===== src/sv/tkf_pkg.sv =====
// Shared types, constants and fixed-point helpers for the tilt Kalman fusion unit.
package tkf_pkg;

	// shared multiplier operand and product widths
	localparam int MUL_AW = 36;
	localparam int MUL_BW = 33;
	localparam int MUL_PW = MUL_AW + MUL_BW;

	// shared divider widths
	localparam int DIV_NW = 56;
	localparam int DIV_DW = 36;

	// arccos table entry width, Q8.16 degrees in [0,180]
	localparam int ACOS_W = 24;

	localparam logic [24:0] DT_Q32 = 25'd21474836;
	localparam logic signed [22:0] ACC_BIAS_Q8 = 23'sd346030;
	localparam logic signed [32:0] MV_NUM = 33'sd5000;
	localparam logic signed [39:0] MV_OFFSET_Q20 = 40'sd1730150400;
	localparam logic signed [39:0] COS_DEN = 40'sd8220835840;
	// (n + D) * DEPTH * 2^16 / (2 * D) reduces to ((n + D) * DEPTH >> 10) / 245;
	// the /245 is a multiply by floor(2^36 / 245) on the value >> 4, which lands
	// at most two below the quotient, then a remainder check adds back 0..2
	localparam logic [32:0] POS_RECIP = 33'd280487660;
	localparam logic [9:0] POS_STEP = 10'd245;
	localparam logic [9:0] POS_STEP2 = 10'd490;
	localparam longint HALF_TURN_Q16 = 64'sd11796480;
	localparam longint QUARTER_TURN_Q16 = 64'sd5898240;
	localparam logic [DIV_NW-1:0] GAIN_LIMIT = 56'd1073741824;
	localparam logic signed [31:0] ONE_Q24 = 32'sd16777216;
	localparam logic signed [24:0] FUSED_LIM = 25'sd46080;

	localparam longint ATAN_Q16 [0:19] = '{
		2949120, 1740967, 919879, 466945, 234379, 117304, 58666, 29335, 14668, 7334,
		3667, 1833, 917, 458, 229, 115, 57, 29, 14, 7
	};

	// configuration register indexes
	localparam logic [2:0] CFG_GYRO_OFFSET    = 3'd0;
	localparam logic [2:0] CFG_GYRO_SCALE     = 3'd1;
	localparam logic [2:0] CFG_ACCEL_MID      = 3'd2;
	localparam logic [2:0] CFG_ANGLE_NOISE    = 3'd3;
	localparam logic [2:0] CFG_BIAS_NOISE     = 3'd4;
	localparam logic [2:0] CFG_MEASURE_NOISE  = 3'd5;

	typedef enum logic [5:0] {
		ST_IDLE,
		ST_M_RATE, ST_W_RATE,
		ST_M_X, ST_W_X,
		ST_M_POS, ST_W_POS,
		ST_M_REC, ST_W_REC,
		ST_M_BACK, ST_W_BACK,
		ST_RD0, ST_RD1, ST_RD2, ST_W_INT,
		ST_M_ANG, ST_W_ANG,
		ST_M_P00, ST_W_P00,
		ST_M_P01, ST_W_P01,
		ST_M_P11, ST_W_P11,
		ST_GAIN, ST_D_K0, ST_D_K1,
		ST_M_C11, ST_W_C11,
		ST_M_C10, ST_W_C10,
		ST_M_C01, ST_W_C01,
		ST_M_C00, ST_W_C00,
		ST_M_BIAS, ST_W_BIAS,
		ST_M_ANGC, ST_W_ANGC,
		ST_FIN
	} state_t;

	typedef struct packed {
		logic busy;
		logic done;
	} div_stat_t;

	// base +/- round_half_up(prod >> sh), saturated to signed 32 bit
	function automatic logic signed [31:0] rnd_acc(input logic signed [31:0] base,
			input logic signed [MUL_PW-1:0] prod, input int sh, input logic sub);
		logic signed [71:0] t;
		logic signed [71:0] s;
		t = 72'(prod) + (72'sd1 <<< (sh - 1));
		t = t >>> sh;
		s = sub ? (72'(base) - t) : (72'(base) + t);
		if (s > 72'sd2147483647)
			return 32'sh7fffffff;
		else if (s < -72'sd2147483648)
			return 32'sh80000000;
		else
			return 32'(s);
	endfunction

	// quotient magnitude to signed gain, limited to +-64.0
	function automatic logic signed [31:0] gain_sat(input logic [DIV_NW-1:0] q,
			input logic neg);
		logic [31:0] m;
		m = (q > GAIN_LIMIT) ? 32'(GAIN_LIMIT) : 32'(q);
		return neg ? -$signed(m) : $signed(m);
	endfunction

	function automatic logic [31:0] mag32(input logic signed [31:0] v);
		return v[31] ? (~v + 32'd1) : v;
	endfunction

endpackage


===== src/sv/tkf_mul.sv =====
// Shared signed multiplier with registered product.
module tkf_mul import tkf_pkg::*; (
	input  logic                     clk,
	input  logic signed [MUL_AW-1:0] a,
	input  logic signed [MUL_BW-1:0] b,
	output logic signed [MUL_PW-1:0] prod
);
	logic signed [MUL_PW-1:0] prod_q;

	always_ff @(posedge clk) begin
		prod_q <= MUL_PW'(a) * MUL_PW'(b);
	end

	assign prod = prod_q;
endmodule


===== config.mk =====
export PLATFORM = sky130hd
export DESIGN_NAME = tkf_mul
export DESIGN_NICKNAME = d
export VERILOG_FILES = /design/src/sv/tkf_pkg.sv /design/src/sv/tkf_mul.sv
export SDC_FILE = /design/constraint.sdc
export NUM_CORES = 2
export LEC_CHECK = 0
export BUFFER_PORTS_ARGS = -buffer_cell sky130_fd_sc_hd__buf_4
export CELL_PAD_IN_SITES_DETAIL_PLACEMENT = 1
export CELL_PAD_IN_SITES_GLOBAL_PLACEMENT = 2
export CORE_MARGIN = 5
export CORE_UTILIZATION = 43
export CTS_CLUSTER_DIAMETER = 120
export DETAILED_ROUTE_END_ITERATION = 8
export GPL_TIMING_DRIVEN = 0
export PLACE_DENSITY = 0.91
export SYNTH_ARGS = -nofsm -noshare
export SYNTH_HDL_FRONTEND = slang
export SYNTH_SLANG_ARGS = --single-unit

===== constraint.sdc =====
create_clock -name clk -period 10.98 [get_ports clk]
set_clock_uncertainty 0.15 [all_clocks]
set_input_delay 1.647 -clock clk [delete_from_list [all_inputs] [get_ports clk]]
set_output_delay 1.647 -clock clk [all_outputs]
set_load 0.005 [all_outputs]

Yosys cells after proc, flatten, opt, wreduce, memory -nomap -nowiden
Cells that the tools add are included.

Bits in registers: 69. Input port bits: 70. Output and inout bits: 69. Word-level logic and storage cells: 2.

Multiply operators: 1.

Operators by type and width (number): $mul 36x33->69 (1).

Longest topological paths before layout
Depth after elaboration: 1. Gate-level depth with buffers: 29.

Least setup slack after synthesis
OpenSTA, ideal clock, no wires.

Kind: input -> register. Start: input a[35]. End: register prod_q[66] (netlist: prod[66]). Library setup time: 0.120 ns. Arrival: 8.916 ns. Data required time: 10.710 ns. Slack: 1.794 ns. Stages: 25. Path buffers: 2. Cells stage by stage: clkbuf_1 -> and2_1 -> fa_1 -> fa_1 -> fa_1 -> fa_1 -> inv_1 -> fa_1 -> inv_1 -> fa_1 -> fa_1 -> inv_1 -> fa_1 -> inv_1 -> ha_1 -> clkbuf_1 -> and3_1 -> and2_1 -> and3_1 -> a21oi_1 -> o21a_1 -> o21ai_2 -> and2_1 -> o41a_1 -> xor2_1.

Cells in the longest elaborated chain, start to end: 1.

Ends and longest elaborated chain: start: declaration (RTL line tkf_mul.sv:4) `input logic signed [MUL_AW-1:0] a,`; $mul 36x33->69 (RTL line tkf_mul.sv:11) `prod_q <= MUL_PW'(a) * MUL_PW'(b);`; end signal: assignment (RTL line tkf_mul.sv:11); end: declaration (RTL line tkf_mul.sv:8) `logic signed [MUL_PW-1:0] prod_q;`.

No other way between the ends.

Worst setup path in the final report
Start: input b[26]. End: register prod_q[62] (netlist: prod[62]).

Cells in the longest elaborated chain, start to end: 1.

Ends and longest elaborated chain: start: declaration (RTL line tkf_mul.sv:5) `input logic signed [MUL_BW-1:0] b,`; $mul 36x33->69 (RTL line tkf_mul.sv:11).

No other way between the ends.

==> key figures <==
Clock tree
  – CTS Buffer Depth: 2
  – Num CTS Buffers: 9
  – CTS tree: built
  – H-tree depth: 3
  – CTS Hold Bufs: 0
  – Clock-pin slew on the worst setup and hold paths: about 0.07 ns
  – CTS sink count: 69
  – CTS root buffer: clkbuf_16

Critical path
  – WS Path Type: input pin to register
  – Kind of start point of the critical path: input pin
  – Family with the most delay on the worst path: adder cells
  – Crit path DAT: 11.05 ns
  – Buffers and inverters on the worst path: 6
  – Crit. End Element: register
  – Stages on worst setup path: 25
  – Critical path required time: approximately 11 ns
  – Critical Path Max Stage Delay: slightly above 0.9 ns
  – CP dominant cell by count: fa_1
  – Slowest CP cell: clkdlybuf4s15_1
  – Critical Path Fanout Max: 10

Synth
  – Cells after synthesis: approximately 4600
  – Syn Area/Cell: just over 9 um^2
  – Yosys cell types: 54
  – Post-synthesis sequential area ratio: under 10%
  – Post-synthesis async set-or-reset flop share: 0%
  – Post-synth EDFFs: 0
  – Top FF cell, synth: dfxtp_1
  – Syn nets: 6167
  – Yosys reg bits: 69
  – Synth Warn #: 0
  – Cell area after synthesis: around 43000 um^2

Route
  – Detailed Routing Iterations Pass 1: 5
  – 1st-iter DRT viols: between 2000 and 3000
  – Antenna-violating nets left: 0
  – Drc violations: 0
  – Vias: 33006
  – Vias per inst: around 5.4
  – Wire per inst: roughly 28 um
  – Total wire length: between 150 and 200 mm

Min path
  – Hold Crit Depth: 2
  – Worst Hold Class: input pin to register

Global routing
  – First-pass GRT wire length: approximately 250 mm
  – Vias in the first global route: 37716
  – Largest net degree at the start of global routing: 27
  – Total global routing overflow: 0
  – Antenna violations before repair: 20
  – Global Route Usage Sum: a little under a third

Placement
  – IO Port Bufs: 123
  – DP Area: 45870 um^2
  – HPWL after DPL: 145.4 mm
  – Routability cong.: roughly 1.0

STA
  – Max-slew violations: 0
  – Slew of the pin with the lowest slew margin: between 1 and 1.5 ns
  – Fmax: between 90 and 100 MHz
  – Final setup fails: 0
  – Slew margin rel.: under 10%
  – RSZ-0062 raised after global routing: true
  – Final hold vios: 0
  – Setup TNS: 0 ns
  – Min Clock Period, post-route: roughly 11 ns
  – Final worst-path cycle share: approximately 100%
  – Worst Hold Slack: between 1 and 1.5 ns

Floorplanning
  – Chip Width: between 300 and 400 um
  – Die Ht: between 300 and 400 um
  – Core Region: about 100000 um^2
  – Initial Util: ~43%
  – # IOs: 139
  – Num rows: between 100 and 150
  – Die Footprint: 107200 um^2

Final layout
  – Finished Cell Area: about 46000 um^2
  – Largest register FFs: 69
  – # nets final: approximately 6300
  – Ratio of cells with drive above 1 in the final layout: 3.910%
  – Filler cells: between 10000 and 15000
  – Area Overhead vs Synth: 6.877%

Flow run
  – Number of max-cap violations: 0

Status
  – Status: finished, final reports clean
## synthesized netlist by cell type (14+ instances only)
library cell | instances | share of area [%]
nand2b_1 | 14 | 0.20
nand2_1 | 602 | 5.2
dfxtp_1 | 69 | 3.2
xor2_1 | 29 | 0.59
xnor2_1 | 48 | 0.97
clkbuf_1 | 238 | 2.1
nor2_1 | 72 | 0.62
ha_1 | 223 | 6.4
a21o_1 | 24 | 0.42
o21ai_0 | 36 | 0.42
and2_1 | 602 | 8.7
nand4_1 | 16 | 0.23
fa_1 | 1238 | 57
inv_1 | 1224 | 11
a21oi_1 | 68 | 0.79
## kinds of logic (layout without fill, tap and decap cells)
logic type               Yosys count  in the layout  share of synthesized area (%)
AND/OR/NAND/NOR                 1347           1347                          15.53
other                              0             11                              0
XOR/XNOR                          77             77                          1.557
flip-flops                        69             69                          3.189
AO/OA/AOI/OAI                    213            213                          3.296
adder cells (fa/ha/maj)         1461           1461                          63.66
buffers and inverters           1469           1616                          12.78
## final timing paths
check | startpoint | to
setup / recovery | b[26] | prod[62]$_DFF_P_
hold / removal | b[0] | prod[0]$_DFF_P_
## per-stage QoR
| step | util [%] | std cells | setup slack (ns) |
|---|---|---|---|
| floorplan | - | 4636 | 1.794 |
| global placement | 45.86 | 6057 | -0.4364 |
| detailed placement | 45.87 | 6057 | -0.5740 |
| CTS | 46.15 | 6071 | 0.06113 |
| global route | 46.27 | 6082 | -0.09917 |
| finish | 46.30 | 6092 | 0.04671 |
## layout make-up
| class | count | area [um^2] | area share, % |
|---|---|---|---|
| clock buffers | 9 | 225.2 | 0.4865 |
| diodes | 11 | 27.53 | 0.05946 |
| repair buffers | 134 | 1006 | 2.173 |
| clock inverters | 7 | 58.81 | 0.1270 |
| multi-input cells | 3098 | 36410 | 78.64 |
| plain buffers | 242 | 967.2 | 2.089 |
| well taps | 1298 | 1624 | 3.508 |
| inverters | 1224 | 4598 | 9.932 |
| flip-flops and latches | 69 | 1381 | 2.984 |
## cells in the final DEF, fill, tap and decap left out, drive strengths merged, types with 9 or more instances in the layout
cell,count
dfxtp,69
and2,602
nor3,13
fa,1238
a21oi,71
diode,11
xor2,29
o21bai,9
nand4,17
o21ai,44
ha,223
nand2b,14
xnor2,48
nor2,72
nand2,603
a211oi,11
buf,142
nand3,9
o211ai,9
clkbuf,239
inv,1226
a21o,24
## routing by layer
layer / up-vias / track usage [%] / routed length, um
met5: - / 0 / 11
met4: 2 / 24.16 / 17170
met3: 536 / 5.077 / 12370
met2: 1507 / 51.66 / 78050
met1: 17577 / 38.56 / 61010
li1: 13384 / - / -
## repair_timing
action / in CTS / in global routing
resized for setup: 2 / 32
buffers inserted: 0 / 11
endpoints found under the setup margin: 5 / 11
Power is not shown: default switching activity piles up to over one toggle a cycle in this logic, so the estimate is an artifact.
