### src/sv/tkf_pkg.sv
// Shared types, constants and fixed-point helpers for the tilt Kalman fusion unit.
package tkf_pkg;

	// shared multiplier operand and product widths
	localparam int MUL_AW = 36;
	localparam int MUL_BW = 33;
	localparam int MUL_PW = MUL_AW + MUL_BW;

	// shared divider widths
	localparam int DIV_NW = 56;
	localparam int DIV_DW = 36;

	// arccos table entry width, Q8.16 degrees in [0,180]
	localparam int ACOS_W = 24;

	localparam logic [24:0] DT_Q32 = 25'd21474836;
	localparam logic signed [22:0] ACC_BIAS_Q8 = 23'sd346030;
	localparam logic signed [32:0] MV_NUM = 33'sd5000;
	localparam logic signed [39:0] MV_OFFSET_Q20 = 40'sd1730150400;
	localparam logic signed [39:0] COS_DEN = 40'sd8220835840;
	// (n + D) * DEPTH * 2^16 / (2 * D) reduces to ((n + D) * DEPTH >> 10) / 245;
	// the /245 is a multiply by floor(2^36 / 245) on the value >> 4, which lands
	// at most two below the quotient, then a remainder check adds back 0..2
	localparam logic [32:0] POS_RECIP = 33'd280487660;
	localparam logic [9:0] POS_STEP = 10'd245;
	localparam logic [9:0] POS_STEP2 = 10'd490;
	localparam longint HALF_TURN_Q16 = 64'sd11796480;
	localparam longint QUARTER_TURN_Q16 = 64'sd5898240;
	localparam logic [DIV_NW-1:0] GAIN_LIMIT = 56'd1073741824;
	localparam logic signed [31:0] ONE_Q24 = 32'sd16777216;
	localparam logic signed [24:0] FUSED_LIM = 25'sd46080;

	localparam longint ATAN_Q16 [0:19] = '{
		2949120, 1740967, 919879, 466945, 234379, 117304, 58666, 29335, 14668, 7334,
		3667, 1833, 917, 458, 229, 115, 57, 29, 14, 7
	};

	// configuration register indexes
	localparam logic [2:0] CFG_GYRO_OFFSET    = 3'd0;
	localparam logic [2:0] CFG_GYRO_SCALE     = 3'd1;
	localparam logic [2:0] CFG_ACCEL_MID      = 3'd2;
	localparam logic [2:0] CFG_ANGLE_NOISE    = 3'd3;
	localparam logic [2:0] CFG_BIAS_NOISE     = 3'd4;
	localparam logic [2:0] CFG_MEASURE_NOISE  = 3'd5;

	typedef enum logic [5:0] {
		ST_IDLE,
		ST_M_RATE, ST_W_RATE,
		ST_M_X, ST_W_X,
		ST_M_POS, ST_W_POS,
		ST_M_REC, ST_W_REC,
		ST_M_BACK, ST_W_BACK,
		ST_RD0, ST_RD1, ST_RD2, ST_W_INT,
		ST_M_ANG, ST_W_ANG,
		ST_M_P00, ST_W_P00,
		ST_M_P01, ST_W_P01,
		ST_M_P11, ST_W_P11,
		ST_GAIN, ST_D_K0, ST_D_K1,
		ST_M_C11, ST_W_C11,
		ST_M_C10, ST_W_C10,
		ST_M_C01, ST_W_C01,
		ST_M_C00, ST_W_C00,
		ST_M_BIAS, ST_W_BIAS,
		ST_M_ANGC, ST_W_ANGC,
		ST_FIN
	} state_t;

	typedef struct packed {
		logic busy;
		logic done;
	} div_stat_t;

	// base +/- round_half_up(prod >> sh), saturated to signed 32 bit
	function automatic logic signed [31:0] rnd_acc(input logic signed [31:0] base,
			input logic signed [MUL_PW-1:0] prod, input int sh, input logic sub);
		logic signed [71:0] t;
		logic signed [71:0] s;
		t = 72'(prod) + (72'sd1 <<< (sh - 1));
		t = t >>> sh;
		s = sub ? (72'(base) - t) : (72'(base) + t);
		if (s > 72'sd2147483647)
			return 32'sh7fffffff;
		else if (s < -72'sd2147483648)
			return 32'sh80000000;
		else
			return 32'(s);
	endfunction

	// quotient magnitude to signed gain, limited to +-64.0
	function automatic logic signed [31:0] gain_sat(input logic [DIV_NW-1:0] q,
			input logic neg);
		logic [31:0] m;
		m = (q > GAIN_LIMIT) ? 32'(GAIN_LIMIT) : 32'(q);
		return neg ? -$signed(m) : $signed(m);
	endfunction

	function automatic logic [31:0] mag32(input logic signed [31:0] v);
		return v[31] ? (~v + 32'd1) : v;
	endfunction

endpackage

### src/sv/tkf_div.sv
// Restoring unsigned divider, one quotient bit per cycle.
module tkf_div import tkf_pkg::*; (
	input  logic              clk,
	input  logic              arst_n,
	input  logic              start,
	input  logic [DIV_NW-1:0] dividend,
	input  logic [DIV_DW-1:0] divisor,
	output div_stat_t         stat,
	output logic [DIV_NW-1:0] quotient
);
	localparam int CW = $clog2(DIV_NW);

	logic [DIV_NW-1:0] work_q;
	logic [DIV_DW-1:0] rem_q;
	logic [DIV_DW-1:0] dvs_q;
	logic [CW-1:0]     cnt_q;
	logic              busy_q;
	logic              done_q;
	logic [DIV_DW:0]   trial;
	logic              ge;

	assign trial = {rem_q, work_q[DIV_NW-1]};
	assign ge = trial >= {1'b0, dvs_q};

	always_ff @(posedge clk or negedge arst_n) begin
		if (!arst_n) begin
			busy_q <= 1'b0;
			done_q <= 1'b0;
			cnt_q <= '0;
		end else begin
			done_q <= 1'b0;
			if (start) begin
				busy_q <= 1'b1;
				cnt_q <= '0;
			end else if (busy_q) begin
				cnt_q <= cnt_q + CW'(1);
				if (cnt_q == CW'(DIV_NW - 1)) begin
					busy_q <= 1'b0;
					done_q <= 1'b1;
				end
			end
		end
	end

	always_ff @(posedge clk) begin
		if (start) begin
			work_q <= dividend;
			rem_q <= '0;
			dvs_q <= divisor;
		end else if (busy_q) begin
			rem_q <= ge ? DIV_DW'(trial - {1'b0, dvs_q}) : DIV_DW'(trial);
			work_q <= {work_q[DIV_NW-2:0], ge};
		end
	end

	assign stat.busy = busy_q;
	assign stat.done = done_q;
	assign quotient = work_q;
endmodule

### config.mk
export PLATFORM = sky130hd
export DESIGN_NAME = tkf_div
export DESIGN_NICKNAME = d
export VERILOG_FILES = /design/src/sv/tkf_pkg.sv /design/src/sv/tkf_div.sv
export SDC_FILE = /design/constraint.sdc
export NUM_CORES = 1
export LEC_CHECK = 0
export BUFFER_PORTS_ARGS = -buffer_cell sky130_fd_sc_hd__buf_2
export CORE_ASPECT_RATIO = 1.5
export CORE_MARGIN = 10
export CORE_UTILIZATION = 30
export DETAILED_ROUTE_END_ITERATION = 10
export PLACE_DENSITY_LB_ADDON = 0.08
export SYNTH_ARGS = -nofsm -noshare
export SYNTH_HDL_FRONTEND = slang
export SYNTH_SLANG_ARGS = --single-unit
### constraint.sdc
create_clock -name clk -period 3 [get_ports clk]
set_clock_uncertainty 0.1 [all_clocks]
set_input_delay 0.6 -clock clk [delete_from_list [all_inputs] [get_ports clk]]
set_output_delay 0.6 -clock clk [all_outputs]
set_load 0.03 [all_outputs]
# ---- Word-level counts from Yosys, hierarchy flattened
# Cells that the tools add are included.
# W data, S select, Z words.
dict set report totals {
  regBits 136
  word_cells 22
}
dict set report op_classes {
  addsub 2
  magnitude_cmp 1
  n_eq_ne 1
  muxes 11
  n_reduce_logical 1
}
# cell n
set ops {}
lappend ops {{$mux W56} 2}
lappend ops {{$ge A37 B36 Y1} 1}
lappend ops {{$mux W36} 1}
lappend ops {{$sub A36 B36 Y36} 1}
lappend ops {{$mux W6} 2}
lappend ops {{$add A6 B1 Y6 const B} 1}
lappend ops {{$eq A6 B6 Y1 const B} 1}
lappend ops {{$mux W1} 6}
lappend ops {{$reduce_bool A2 Y1} 1}

# ---- Logic depth before layout (Yosys ltp)
dict set report depth {
  depth_word 4
  ltp_mapped 13
}

# ---- Worst setup path after synthesis
# Ideal clock, no wire load.
dict set report synth_timing {
  kind {reg2reg}
  from {register work_q[55] (netlist: quotient[55])}
  to {register rem_q[30]}
  arrival_ns 2.971
  t_required_ns 2.812
  setup_slack_ns -0.159
  path_stages_with_launch 13
  n_path_buf 0
  period_less_slack_ns 3.159
  cell_sequence {edfxtp_1 > inv_1 > ha_1 > fa_1 > nand2b_1 > a21oi_1 > o21ai_1 > o21ai_1 > a41oi_2 > a31oi_1 > a21oi_1 > or4_1 > a311oi_2}
}
dict set report synth_between {
  elab_chain_cells 2
  word_cells_on_any_way 3
  cone_classes {add/sub: 1; order compare: 1; mux: 1}
}
# element line_no
set synth_lines {}
lappend synth_lines {{from (decl)} tkf_div.sv:13} ;# logic [DIV_NW-1:0] work_q;
lappend synth_lines {{from (signal assigned)} tkf_div.sv:47} ;# work_q <= dividend;
lappend synth_lines {{from (signal assigned)} tkf_div.sv:52} ;# work_q <= {work_q[DIV_NW-2:0], ge};
lappend synth_lines {{$sub A36 B36 Y36 / $ge A37 B36 Y1 (equally long branches)} {tkf_div.sv:51, tkf_div.sv:23}}
lappend synth_lines {{$mux W36 *} tkf_div.sv:51} ;# rem_q <= ge ? DIV_DW'(trial - {1'b0, dvs_q}) : DIV_DW'(trial);
lappend synth_lines {{to (signal assigned)} tkf_div.sv:51}
lappend synth_lines {{to (decl)} tkf_div.sv:14} ;# logic [DIV_DW-1:0] rem_q;
# Every way passes the cells marked *; elsewhere a longest branch is shown, timed or not.
# A chain may end at the register's enable or synchronous reset.

# ---- Final worst setup path
dict set report layout_timing {
  from {register dvs_q[14]}
  to {register rem_q[30]}
}
dict set report layout_between {
  elab_chain_cells 2
  word_cells_on_any_way 3
  cone_classes {add/sub: 1; order compare: 1; mux: 1}
}
# element line_no
set layout_lines {}
lappend layout_lines {{from (decl)} tkf_div.sv:15} ;# logic [DIV_DW-1:0] dvs_q;
lappend layout_lines {{from (signal assigned)} tkf_div.sv:49} ;# dvs_q <= divisor;
lappend layout_lines {{$sub A36 B36 Y36 / $ge A37 B36 Y1 (equally long branches)} {tkf_div.sv:51, tkf_div.sv:23}}
lappend layout_lines {{$mux W36 *} tkf_div.sv:51}
# Marks and branches as above.

==> metrics.cfg <==
[outcome]
status = finished, final reports clean

[layout]
regArea_mm2 = 0.00368
post-route-util = 0.403
area_growth_pct = 33.4
stdcell_area_mm2 = 0.0100
num-nets-final = 1071
n_fill_cell = 2470
instances_no_fill = 1280
multi_input_area_mm2 = 0.00366
drive_gt1_frac = 0.396

[floorplan]
coreArea_mm2 = 0.0250
die_x_um = 149
initial_utilization = 0.302
ios = 153
fp.dieH_um = 214
dieArea_mm2 = 0.0320
placementRows = 71

[yosys]
async_flop_share = 0.0588
ys_seq_elements = 136
netlist_area_mm2 = 0.00753
yosysMostFrequentCell = edfxtp_1
yosysUniqueCellTypes = 59
synth_nets = 843
syn_area_per_cell_um2 = 10.6
yosysSeqAreaShare = 0.489
yosysTopAreaCell = edfxtp_1
synthCells = 710
yosysWarnings = 0
synthTopCellsByCount = edfxtp_1 (92), nor2_1 (65), mux2_2 (59)
synth-edff-count = 92
synth_top_flop_cell = edfxtp_1
ys_top_cells_by_area = edfxtp_1 (37%), dfxtp_1 (9.6%), mux2_2 (8.8%)
synth_top_area_share = 0.367

[clock_network]
htree_num_levels = 4
cts-buffers-inserted = 17
cts_tree = done
cts.sinks = 136
clock_path_buffers = 2
clk_pin_slew_ns = 0.06
worstSkewPairLatency_ns = 0.42
cts_root_buf = clkbuf_16

[timing]
slew_violations = 0
final.min_clock_period_ns = 2.96
tns_ns = 0
hold_viol = 0
finalCritPeriodShare = 0.987
setup_viol = 0
rsz0062_at_grt = yes
setup_ws_ns = 0.0395
slew_headroom = 0.457
hold_slack_ns = 0.248
fmax_mhz = 338
worst_slew_pin_slew_ns = 0.815

[pwr]
vdd_drop_max_mv = 0.416
p_per_area_mw_per_mm2 = 867
leakage_nw = 4.40
power.switching_mw = 3.17
power.total_mw = 8.71
p_int_mw = 5.54
p_sw_frac = 0.364
seq_power_share = 0.294
p_comb_frac = 0.476
p_clk_frac = 0.230

[worst_setup_path]
path_class = register to register
rr_worst_depth = 11
critPathMaxFanout = 4
r2r_end = rem_q[30]
required_ns = 3.24
critPathArrivalTime_ns = 3.20
r2r_start = dvs_q[14]
r2r_slack_ns = 0.04
worst_setup_path_start_kind = register
critPathCaptureType = register

[min_path]
hold_path_depth = 1
min_path_type = input port to register
whs_endpoint = dvs_q[17]
hp-start = divisor[17]

[route]
first_pass_iters = 4
routed-via-count = 6104
ant_nets = 0
dr.first_iter.drc_count = 173
drt-met1-wl_um = 8260
met2_length_um = 11500
drc = 0
wire_per_inst_um = 17.0
wl_um = 21800
highest_layer = met4
routed_via_density = 4.77
routed-wl-met3_um = 1630

[placement]
place_ws_ns = -0.164
dp.cells = 1241
dpl.hpwl_um = 16400
place_area_mm2 = 0.00927
routabilityCongestion = 0.869
placement.io_buffers = 152

[grt]
grtUsageTotal = 0.137
antenna_found_initial = 1
grt_pass1_vias = 6770
grt_pass1_wl_um = 34900
grt_max_degree = 75
grt_overflow = 0

[flow_run]
drv_cap = 0

==> metal layers <==
metal  global-route usage  vias to the layer above
met5                    0                        -
met1                0.141                     2887
met2                0.241                      147
li1                     -                     3045
met4               0.0502                        0
met3               0.0543                       25
==> cells in the final DEF (no fill, tap or decap), types with 4 or more instances in the layout <==
cell type / instances
clkbuf_16: 18
nor2b_1: 7
a21oi_1: 45
xor2_1: 18
nor3_1: 8
o21ai_0: 31
o21bai_1: 6
dfxtp_1: 36
xnor2_1: 13
ha_1: 30
a21oi_2: 11
buf_2: 151
nand2b_1: 4
nand2_1: 41
mux2i_1: 11
dfrtp_1: 8
a211oi_1: 20
clkbuf_1: 4
ha_4: 4
a21o_1: 13
edfxtp_1: 92
o21ai_1: 5
nand4_1: 15
nor2_1: 65
buf_4: 93
inv_1: 47
mux2_2: 59
nand3_1: 6
clkinv_1: 4
o21a_1: 4
and3_1: 4
==> power groups by stage <==
stage               logic (mW)  registers, mW  clock network, mW
global placement          3.90           2.58                  0
finish                    4.15           2.56               2.00
floorplan                 2.26           2.74                  0
detailed placement        3.89           2.58                  0
CTS                       3.97           2.56               2.08
global route              4.56           2.61               2.14
==> worst max-delay path, cell delays in order (launching register included) <==
cell	delay (ns)
edfxtp_1	0.34
inv_2	0.05
ha_4	0.28
a21oi_2	0.07
o211ai_1	0.21
a21oi_2	0.10
or4_4	0.44
o21ai_4	0.19
a41oi_4	0.17
buf_12	0.16
or4_4	0.52
a311oi_2	0.26
==> layout make-up <==
| cell class | instances | area share |
|---|---|---|
| clock inverter | 11 | 0.0106 |
| clock buffer | 21 | 0.0438 |
| timing repair buffer | 250 | 0.155 |
| inverter | 50 | 0.0187 |
| tap | 328 | 0.0408 |
| sequential | 136 | 0.367 |
| antenna | 1 | 0.000249 |
| multi-input combinational | 483 | 0.364 |
==> cells by family (layout without fill, tap and decap cells) <==
family,after synthesis,in the layout,synth area share
AOI/OAI and AO/OA,178,178,0.157
xor gates and xnor gates,31,31,0.0360
adders and majority gates,38,38,0.0641
buffers and inverters,91,332,0.0495
DFF,136,136,0.489
muxes,70,70,0.103
other,0,1,0
and+or+nand+nor,166,166,0.102
==> state kept, by name, indices dropped and copies added (netlist names) <==
| name | cells |
|---|---|
| quotient | 56 |
| dvs_q | 36 |
| rem_q | 36 |
| cnt_q | 6 |
| busy_q | 1 |
| done_q | 1 |
==> timing repair <==
item                                   CTS  global route
resized for setup                        6            32
setup endpoints to repair               11            20
gates cloned                             0             1
setup buffers                            1             3
hold buffers                             1             0
endpoints found under the hold margin    8             0
pin swaps                                1            11
==> how the worst max path moves through the flow <==
stage | start | endpoint | cells past startpoint
after floorplan | quotient[55] | rem_q[30] | 12
after global placement | dvs_q[16] | rem_q[30] | 11
after detailed placement | dvs_q[16] | rem_q[30] | 11
after CTS | quotient[55] | rem_q[30] | 13
after global routing | dvs_q[18] | rem_q[30] | 11
final | dvs_q[14] | rem_q[30] | 11
Power figures use the tool's default switching activity.
